### config.mk
export PLATFORM = sky130hd
export DESIGN_NAME = sorted_note_table_nearest_lookup_unit
export DESIGN_NICKNAME = d
export VERILOG_FILES = /design/src/sv/snt_pkg.sv /design/src/sv/sorted_note_table_nearest_lookup_unit.sv /design/src/sv/snt_alu.sv /design/src/sv/snt_ram.sv
export SDC_FILE = /design/constraint.sdc
export NUM_CORES = 1
export LEC_CHECK = 0
export BUFFER_PORTS_ARGS = -buffer_cell sky130_fd_sc_hd__buf_2
export CAP_MARGIN = 10
export CORE_ASPECT_RATIO = 1.2
export CORE_MARGIN = 2
export CORE_UTILIZATION = 63
export CTS_CLUSTER_SIZE = 12
export DETAILED_ROUTE_END_ITERATION = 12
export GPL_TIMING_DRIVEN = 0
export PLACE_DENSITY = 0.8
export SYNTH_ARGS = -nofsm -noshare
export SYNTH_HDL_FRONTEND = slang
export SYNTH_SLANG_ARGS = --single-unit
### constraint.sdc
create_clock -name i_clk -period 5.5 [get_ports i_clk]
set_input_delay 0.275 -clock i_clk [delete_from_list [all_inputs] [get_ports i_clk]]
set_output_delay 0.275 -clock i_clk [all_outputs]
set_load 0.02 [all_outputs]
### src/sv/snt_pkg.sv
`timescale 1ns / 1ps
// ----------------------------------------------------------------------------
// snt_pkg
// Shared types and constants for the sorted note table lookup unit.
// ----------------------------------------------------------------------------
package snt_pkg;

    localparam int NOTE_W          = 7;
    localparam int INDEX_W         = 5;
    localparam int STATUS_W        = 2;
    localparam int COUNT_W         = 6;
    localparam int OPCODE_W        = 2;
    localparam int DEF_MAX_ENTRIES = 32;

    // Command codes. Any code with the high bit set is treated as a lookup.
    localparam logic [OPCODE_W-1:0] OP_APPEND = 2'd0;
    localparam logic [OPCODE_W-1:0] OP_INSERT = 2'd1;
    localparam logic [OPCODE_W-1:0] OP_LOOKUP = 2'd2;
    localparam int                  OP_LOOKUP_BIT = 1;

    // Result status codes.
    localparam logic [STATUS_W-1:0] ST_OK    = 2'd0;
    localparam logic [STATUS_W-1:0] ST_FULL  = 2'd1;
    localparam logic [STATUS_W-1:0] ST_EMPTY = 2'd2;

    // Outcome of the shared compare unit.
    typedef struct packed {
        logic              eq;
        logic              lt;
        logic              gt;
        logic [NOTE_W-1:0] delta;
    } t_cmp;

endpackage

### src/sv/sorted_note_table_nearest_lookup_unit.sv
`timescale 1ns / 1ps
// ----------------------------------------------------------------------------
// sorted_note_table_nearest_lookup_unit
// Table of root note numbers with append, sorted insert and nearest lookup.
// ----------------------------------------------------------------------------
//
//  Channel   Direction  Handshake            Word
//  command   in         start, busy          i_opcode, i_note
//  result    out        o_strobe (no stall)  o_index, o_root_note, o_status,
//                                            o_entry_count
//
// A command word is taken on a clock edge with start high and busy low; busy
// then stays high until the cycle in which the result word is shown, so one
// command is in flight at a time. An append goes straight to the write. A
// sorted insert scans upward for the first entry above the note, shifts the
// entries from there up by one, working down from the top, and writes the
// note into the freed place, all paced by the single read port of the table.
// A lookup runs bisection steps, each a probe and a check, stops on an exact
// match, else loads both ends of the final pair and picks. A full table on
// an append or insert, or an empty one on a lookup, never raises busy.
// The result word is shown for one cycle on o_strobe and cannot be held off.
// The reset is synchronous and active low; it empties the table at once, the
// stored notes themselves are never cleared because only filled entries are
// ever read.
// ----------------------------------------------------------------------------
module sorted_note_table_nearest_lookup_unit #(
    parameter int MAX_ENTRIES = snt_pkg::DEF_MAX_ENTRIES
) (
    input  logic                         i_clk,
    input  logic                         i_rst_n,
    input  logic                         start,
    output logic                         busy,
    input  logic [snt_pkg::OPCODE_W-1:0] i_opcode,
    input  logic [snt_pkg::NOTE_W-1:0]   i_note,
    output logic                         o_strobe,
    output logic [snt_pkg::INDEX_W-1:0]  o_index,
    output logic [snt_pkg::NOTE_W-1:0]   o_root_note,
    output logic [snt_pkg::STATUS_W-1:0] o_status,
    output logic [snt_pkg::COUNT_W-1:0]  o_entry_count
);

    localparam int AW = (MAX_ENTRIES > 1) ? $clog2(MAX_ENTRIES) : 1;
    localparam int CW = $clog2(MAX_ENTRIES + 1);
    localparam int NW = snt_pkg::NOTE_W;

    // Sequencer states. The insert path scans, shifts and writes; the lookup
    // path probes, checks, then loads both ends of the final pair and picks.
    typedef enum logic [8:0] {
        S_IDLE  = 9'b000000001,
        S_SCAN  = 9'b000000010,
        S_SHIFT = 9'b000000100,
        S_WRITE = 9'b000001000,
        S_PROBE = 9'b000010000,
        S_CHECK = 9'b000100000,
        S_LO    = 9'b001000000,
        S_HI    = 9'b010000000,
        S_PICK  = 9'b100000000
    } t_state;

    t_state r_state, n_state;

    logic [CW-1:0] r_count, n_count;
    logic [CW-1:0] r_pos,   n_pos;
    logic [CW-1:0] r_ptr,   n_ptr;
    logic [AW-1:0] r_caddr, n_caddr;
    logic          r_pend,  n_pend;
    logic          r_stop,  n_stop;
    logic [AW-1:0] r_lo,    n_lo;
    logic [AW-1:0] r_hi,    n_hi;
    logic [NW-1:0] r_note,  n_note;
    logic [NW-1:0] r_dlo,   n_dlo;
    logic [NW-1:0] r_dhi,   n_dhi;
    logic [NW-1:0] r_lo_note, n_lo_note;
    logic [NW-1:0] r_hi_note, n_hi_note;

    logic                         r_strobe, n_strobe;
    logic [snt_pkg::INDEX_W-1:0]  r_index,  n_index;
    logic [NW-1:0]                r_root,   n_root;
    logic [snt_pkg::STATUS_W-1:0] r_status, n_status;
    logic [snt_pkg::COUNT_W-1:0]  r_ecount, n_ecount;

    // Table port and shared unit operands.
    logic          w_we;
    logic [AW-1:0] w_waddr;
    logic [NW-1:0] w_wdata;
    logic [AW-1:0] w_raddr;
    logic [NW-1:0] w_rdata;
    logic [NW-1:0] w_alu_a;
    logic [NW-1:0] w_alu_b;
    snt_pkg::t_cmp w_cmp;

    logic [AW:0]   w_mid_sum;
    logic [AW-1:0] w_mid;
    logic          w_wide_gap;
    logic          w_full;

    assign w_mid_sum  = {1'b0, r_lo} + {1'b0, r_hi};
    assign w_mid      = w_mid_sum[AW:1];
    assign w_wide_gap = (({1'b0, r_lo} + (AW + 1)'(1)) < {1'b0, r_hi});
    assign w_full     = (r_count == CW'(MAX_ENTRIES));

    snt_ram #(
        .DEPTH (MAX_ENTRIES),
        .AW    (AW)
    ) u_ram (
        .i_clk   (i_clk),
        .i_we    (w_we),
        .i_waddr (w_waddr),
        .i_wdata (w_wdata),
        .i_raddr (w_raddr),
        .o_rdata (w_rdata)
    );

    // The final pick compares the two stored distances; every other use
    // compares the word just read against the command note.
    assign w_alu_a = (r_state == S_PICK) ? r_dlo : w_rdata;
    assign w_alu_b = (r_state == S_PICK) ? r_dhi : r_note;

    snt_alu u_alu (
        .i_a   (w_alu_a),
        .i_b   (w_alu_b),
        .o_res (w_cmp)
    );

    always_comb begin
        n_state   = r_state;
        n_count   = r_count;
        n_pos     = r_pos;
        n_ptr     = r_ptr;
        n_caddr   = r_caddr;
        n_pend    = 1'b0;
        n_stop    = r_stop;
        n_lo      = r_lo;
        n_hi      = r_hi;
        n_note    = r_note;
        n_dlo     = r_dlo;
        n_dhi     = r_dhi;
        n_lo_note = r_lo_note;
        n_hi_note = r_hi_note;
        n_strobe  = 1'b0;
        n_index   = r_index;
        n_root    = r_root;
        n_status  = r_status;
        n_ecount  = r_ecount;
        w_we      = 1'b0;
        w_waddr   = AW'(r_pos);
        w_wdata   = r_note;
        w_raddr   = AW'(r_ptr);

        unique case (r_state)
            S_IDLE: begin
                if (start) begin
                    n_note = i_note;
                    n_ptr  = '0;
                    if (i_opcode[snt_pkg::OP_LOOKUP_BIT]) begin
                        if (r_count == '0) begin
                            n_strobe = 1'b1;
                            n_index  = '0;
                            n_root   = '0;
                            n_status = snt_pkg::ST_EMPTY;
                            n_ecount = snt_pkg::COUNT_W'(r_count);
                        end else begin
                            n_lo    = '0;
                            n_hi    = AW'(r_count - CW'(1));
                            n_state = S_PROBE;
                        end
                    end else if (w_full) begin
                        n_strobe = 1'b1;
                        n_index  = '0;
                        n_root   = '0;
                        n_status = snt_pkg::ST_FULL;
                        n_ecount = snt_pkg::COUNT_W'(r_count);
                    end else if (i_opcode == snt_pkg::OP_INSERT && r_count != '0) begin
                        n_state = S_SCAN;
                    end else begin
                        n_pos   = r_count;
                        n_state = S_WRITE;
                    end
                end
            end

            S_SCAN: begin
                if (r_pend && w_cmp.gt) begin
                    n_pos   = CW'(r_caddr);
                    n_ptr   = r_count - CW'(1);
                    n_stop  = 1'b0;
                    n_state = S_SHIFT;
                end else if (r_pend && (CW'(r_caddr) + CW'(1)) == r_count) begin
                    n_pos   = r_count;
                    n_state = S_WRITE;
                end else if (r_ptr < r_count) begin
                    n_caddr = AW'(r_ptr);
                    n_pend  = 1'b1;
                    n_ptr   = r_ptr + CW'(1);
                end
            end

            S_SHIFT: begin
                // Move the word read last cycle up by one while reading the
                // next one below it.
                if (r_pend) begin
                    w_we    = 1'b1;
                    w_waddr = AW'(CW'(r_caddr) + CW'(1));
                    w_wdata = w_rdata;
                end
                if (r_pend && CW'(r_caddr) == r_pos) begin
                    n_state = S_WRITE;
                end else if (!r_stop) begin
                    n_caddr = AW'(r_ptr);
                    n_pend  = 1'b1;
                    if (r_ptr == r_pos) begin
                        n_stop = 1'b1;
                    end else begin
                        n_ptr = r_ptr - CW'(1);
                    end
                end
            end

            S_WRITE: begin
                w_we     = 1'b1;
                w_waddr  = AW'(r_pos);
                w_wdata  = r_note;
                n_count  = r_count + CW'(1);
                n_strobe = 1'b1;
                n_index  = snt_pkg::INDEX_W'(r_pos);
                n_root   = r_note;
                n_status = snt_pkg::ST_OK;
                n_ecount = snt_pkg::COUNT_W'(r_count + CW'(1));
                n_state  = S_IDLE;
            end

            S_PROBE: begin
                if (w_wide_gap) begin
                    w_raddr = w_mid;
                    n_caddr = w_mid;
                    n_state = S_CHECK;
                end else begin
                    w_raddr = r_lo;
                    n_state = S_LO;
                end
            end

            S_CHECK: begin
                if (w_cmp.eq) begin
                    n_strobe = 1'b1;
                    n_index  = snt_pkg::INDEX_W'(r_caddr);
                    n_root   = w_rdata;
                    n_status = snt_pkg::ST_OK;
                    n_ecount = snt_pkg::COUNT_W'(r_count);
                    n_state  = S_IDLE;
                end else begin
                    if (w_cmp.lt) begin
                        n_lo = r_caddr;
                    end else begin
                        n_hi = r_caddr;
                    end
                    n_state = S_PROBE;
                end
            end

            S_LO: begin
                n_dlo     = w_cmp.delta;
                n_lo_note = w_rdata;
                w_raddr   = r_hi;
                n_state   = S_HI;
            end

            S_HI: begin
                n_dhi     = w_cmp.delta;
                n_hi_note = w_rdata;
                n_state   = S_PICK;
            end

            S_PICK: begin
                // A tie goes to the upper entry.
                n_strobe = 1'b1;
                n_status = snt_pkg::ST_OK;
                n_ecount = snt_pkg::COUNT_W'(r_count);
                if (w_cmp.lt) begin
                    n_index = snt_pkg::INDEX_W'(r_lo);
                    n_root  = r_lo_note;
                end else begin
                    n_index = snt_pkg::INDEX_W'(r_hi);
                    n_root  = r_hi_note;
                end
                n_state = S_IDLE;
            end

            default: begin
                n_state = S_IDLE;
            end
        endcase
    end

    always_ff @(posedge i_clk) begin
        if (!i_rst_n) begin
            r_state  <= S_IDLE;
            r_count  <= '0;
            r_pend   <= 1'b0;
            r_stop   <= 1'b0;
            r_strobe <= 1'b0;
        end else begin
            r_state  <= n_state;
            r_count  <= n_count;
            r_pend   <= n_pend;
            r_stop   <= n_stop;
            r_strobe <= n_strobe;
        end
    end

    always_ff @(posedge i_clk) begin
        r_pos     <= n_pos;
        r_ptr     <= n_ptr;
        r_caddr   <= n_caddr;
        r_lo      <= n_lo;
        r_hi      <= n_hi;
        r_note    <= n_note;
        r_dlo     <= n_dlo;
        r_dhi     <= n_dhi;
        r_lo_note <= n_lo_note;
        r_hi_note <= n_hi_note;
        r_index   <= n_index;
        r_root    <= n_root;
        r_status  <= n_status;
        r_ecount  <= n_ecount;
    end

    assign busy          = (r_state != S_IDLE);
    assign o_strobe      = r_strobe;
    assign o_index       = r_index;
    assign o_root_note   = r_root;
    assign o_status      = r_status;
    assign o_entry_count = r_ecount;

    // The fill count never passes the table depth.
    a_count_bound: assert property (@(posedge i_clk) disable iff (!i_rst_n)
        r_count <= CW'(MAX_ENTRIES))
        else $error("fill count beyond table depth");

    // The fill count moves only together with a result word.
    a_count_with_result: assert property (@(posedge i_clk) disable iff (!i_rst_n)
        (r_count != $past(r_count)) |-> r_strobe)
        else $error("fill count changed without a result");

    // A full report is only given when the table really is full.
    a_full_status: assert property (@(posedge i_clk) disable iff (!i_rst_n)
        (r_strobe && r_status == snt_pkg::ST_FULL) |-> w_full)
        else $error("full status with room left");

    // The bisection window stays ordered while a lookup runs.
    a_window_order: assert property (@(posedge i_clk) disable iff (!i_rst_n)
        (r_state == S_PROBE || r_state == S_CHECK) |-> (r_lo <= r_hi))
        else $error("lookup window inverted");

endmodule

### src/sv/snt_alu.sv
`timescale 1ns / 1ps
// ----------------------------------------------------------------------------
// snt_alu
// Shared compare unit: ordering of two notes and their absolute distance.
// ----------------------------------------------------------------------------
module snt_alu (
    input  logic [snt_pkg::NOTE_W-1:0] i_a,
    input  logic [snt_pkg::NOTE_W-1:0] i_b,
    output snt_pkg::t_cmp              o_res
);

    logic [snt_pkg::NOTE_W:0] w_diff;

    assign w_diff      = {1'b0, i_a} - {1'b0, i_b};
    assign o_res.eq    = (i_a == i_b);
    assign o_res.lt    = w_diff[snt_pkg::NOTE_W];
    assign o_res.gt    = !w_diff[snt_pkg::NOTE_W] && (i_a != i_b);
    assign o_res.delta = w_diff[snt_pkg::NOTE_W] ? (i_b - i_a)
                                                 : w_diff[snt_pkg::NOTE_W-1:0];

endmodule

### src/sv/snt_ram.sv
`timescale 1ns / 1ps
// ----------------------------------------------------------------------------
// snt_ram
// Note table storage: one write port and one registered read port.
// ----------------------------------------------------------------------------
module snt_ram #(
    parameter int DEPTH = snt_pkg::DEF_MAX_ENTRIES,
    parameter int AW    = (DEPTH > 1) ? $clog2(DEPTH) : 1
) (
    input  logic                       i_clk,
    input  logic                       i_we,
    input  logic [AW-1:0]              i_waddr,
    input  logic [snt_pkg::NOTE_W-1:0] i_wdata,
    input  logic [AW-1:0]              i_raddr,
    output logic [snt_pkg::NOTE_W-1:0] o_rdata
);

    logic [snt_pkg::NOTE_W-1:0] r_mem [DEPTH];
    logic [snt_pkg::NOTE_W-1:0] r_q;

    always_ff @(posedge i_clk) begin
        if (i_we) begin
            r_mem[i_waddr] <= i_wdata;
        end
        r_q <= r_mem[i_raddr];
    end

    assign o_rdata = r_q;

endmodule
==> impl_metrics.ini <==
[detailed_routing]
wl_per_cell_microns = 22.5
via_count = 10143
drc = 0
drtAntennaViolNets = 0
dr.pass1.iters = 5
drt_iter0_drc = 1057
routed_wl_mm = 35.9
via_per_inst = 6.37

[clock_network]
cts_tree = built
cts.htree.levels = 2
clk_pin_slew_worst_paths_ns = 0.06
numCtsBuffers = 35
clock-sinks = 331
cts.path.max_buffers = 3
clock-root-buffer = clkbuf_16
clock_latency_ns = 0.53

[grt]
grt_pass1_vias = 9911
grt_use_total = 0.281
grt_pass1_wl_mm = 54.8
grt_max_degree = 33
grt-ovfl-total = 0
antenna_found_initial = 0

[critical_path]
crit_fanout = 10
worst_ep_arrival_time_ns = 5.36
required_ns = 5.75
critPathKind = reg -> reg
startpoint_type = flop
end_kind = flop

[synth]
ys.flop_type = edfxtp_1
synth-edff-count = 306
synthArstFlopShare = 0
synth_common_cells = edfxtp_1 (306), nand2_1 (118), mux2i_1 (111)
synth.area.top_cells = edfxtp_1 (60%), mux2i_1 (7.3%), dfxtp_1 (3.3%), nand2_1 (2.9%), ha_1 (2.6%)
ys_ff_latch = 331
synth_area_sq_um = 15200
syn_nets = 1217
seq_area_frac_synth = 0.636
synth_cell_types = 65
syn_avg_cell_area_sq_um = 13.0
synth_top_cell_area_share = 0.603
syn_inst = 1170
synth.most_common_cell = edfxtp_1
synth_top_area_cell = edfxtp_1
yosysWarnings = 0

[pwr]
cellLeakagePower_nw = 6.19
p_int_mw = 4.90
switchingPower_mw = 2.24
power_frac_clock = 0.299
vdd_drop_max_mv = 0.318
pwr-share-comb = 0.277
power_mw = 7.14
pwr-share-seq = 0.424
power.density_nw_per_um2 = 420
switching_share = 0.314

[hold_path]
hold_class = in -> reg

[final_layout]
fillers = 1583
diodes = 0
area_growth_pct = 11.5
postLayoutCellArea_sq_um = 17000
drive_above_1_share = 0.113
nets = 1301
final_core_util = 0.714

[sta]
drv_slew = 0
grt_setup_unrepaired = no
setup_tns_ns = 0
hold_viol = 0
worstMarginPinSlew_ns = 1.35
post-route-min-period_ns = 5.11
worst_clock_skew_ns = 0.0228
slew_headroom = 0.0968
finalSetupViolCount = 0
fin_crit_sh = 0.929
fmax_mhz = 196

[placed_design]
place_area_sq_um = 15800
dpl.hpwl_mm = 24.4
port_buffers = 33
place_congestion = 1.04

[floorplanning]
fp.dieH_microns = 174
fp.dieArea_sq_um = 25400
die_w_microns = 146
core_area_sq_um = 23800
initial_core_util = 0.640
io_pins = 34
placementRows = 62

[flow_run]
maxCapViolCount = 0

[status]
outcome = finished, final reports clean
## stage by stage
| step | setup WS [ns] | hold slack, ns | std cells |
|---|---|---|---|
| final | 0.388 | 0.0186 | 1593 |
| after global routing | 0.0701 | 0.0284 | 1593 |
| after CTS | 0.0361 | 0.0182 | 1587 |
| after detailed placement | -0.481 | 0.448 | 1524 |
| after global placement | -0.414 | 0.437 | 1523 |
| after floorplan | 0.936 | 0.374 | 1170 |
## path summary, 6_finish.rpt
path / slack [ns] / end / depth (start not counted) / from
max: 0.39 / r_dhi[6] / 18 / r_state[6]
min: 0.02 / r_state[1] / 2 / i_rst_n
max reg2reg: 0.39 / r_dhi[6] / 18 / r_state[6]
min reg2reg: 0.46 / r_stop / 2 / r_stop
## power groups by stage
| stage | Clock, mW | Combinational, mW | Sequential [mW] |
|---|---|---|---|
| final | 2.13 | 1.98 | 3.03 |
| after global routing | 2.25 | 2.12 | 3.03 |
| after CTS | 2.15 | 1.93 | 3.03 |
| after detailed placement | 0 | 1.91 | 3.08 |
| after global placement | 0 | 1.86 | 3.08 |
| after floorplan | 0 | 1.37 | 3.06 |
## cell usage in the layout (no fill, tap or decap), types with 17 or more instances in the layout
cell,synthesis,routed
nand2_1,118,118
clkbuf_1,37,45
o22ai_1,17,17
inv_1,37,37
and2_1,22,22
o21ai_0,35,34
buf_2,13,47
a21oi_1,74,73
dfxtp_1,25,25
mux2_2,17,17
ha_1,32,32
clkbuf_16,0,36
xnor2_1,28,28
edfxtp_1,306,306
mux2i_1,111,111
xor2_1,21,21
nand3_1,18,18
nor2_1,73,73
## state kept, by name, indices dropped and copies added, names as in the netlist, 7 cells and up
register and count:
r_hi_note 7, r_dlo 7, r_note 7, r_lo_note 7
u_ram.o_rdata 7, r_state 9, u_ram.r_mem 224, r_dhi 7
o_root_note 7
## critical path: stages, from the launching register on
cell and delay [ns]:
dfxtp_1 0.30, clkbuf_1 0.20, nor2_1 0.31, and2_1 0.19, clkbuf_1 0.22, nand4b_1 0.27, clkbuf_2 0.32, mux2i_1 0.22
ha_1 0.35, nor2b_1 0.13, o21ai_0 0.10, a21boi_0 0.18, o21ai_0 0.10, a21oi_1 0.51, clkbuf_2 0.42, mux2_2 0.38
a221o_1 0.26, a31o_2 0.22, xor2_1 0.15
## area by class of cell
class | count | area (sq um) | area share
well taps | 320 | 400 | 0.0236
flip-flops and latches | 331 | 9690 | 0.570
repair buffers | 48 | 344 | 0.0202
plain buffers | 63 | 332 | 0.0195
clock buffers | 48 | 946 | 0.0557
clock inverters | 8 | 58.8 | 0.00346
inverters | 37 | 139 | 0.00817
multi-input cells | 738 | 5080 | 0.299
## what timing repair did
action	4_1_cts	5_1_grt
setup endpoints to repair	30	50
hold buffers	7	0
hold endpoints to repair	7	0
setup buffers	0	3
resized for setup	4	1
pin swaps	0	1
## logic make-up (layout without fill, tap and decap cells)
family | count (synthesis) | count (layout) | share of synthesized area
muxes | 128 | 128 | 0.0855
buffers and inverters | 101 | 204 | 0.0309
adders and majority gates | 35 | 35 | 0.0302
AOI/OAI and AO/OA | 222 | 222 | 0.0947
xor gates and xnor gates | 49 | 49 | 0.0282
and+or+nand+nor | 304 | 304 | 0.0945
DFF | 331 | 331 | 0.636
## routing by layer
metal / share of wire / global-route usage / up-vias
met2: 0.48 / 0.468 / 585
met1: 0.37 / 0.349 / 4865
li1: - / - / 4546
met5: 0 / 0 / -
met4: 0.065 / 0.170 / 0
met3: 0.082 / 0.0441 / 147
Note: power is estimated with default switching activity, not from simulation.
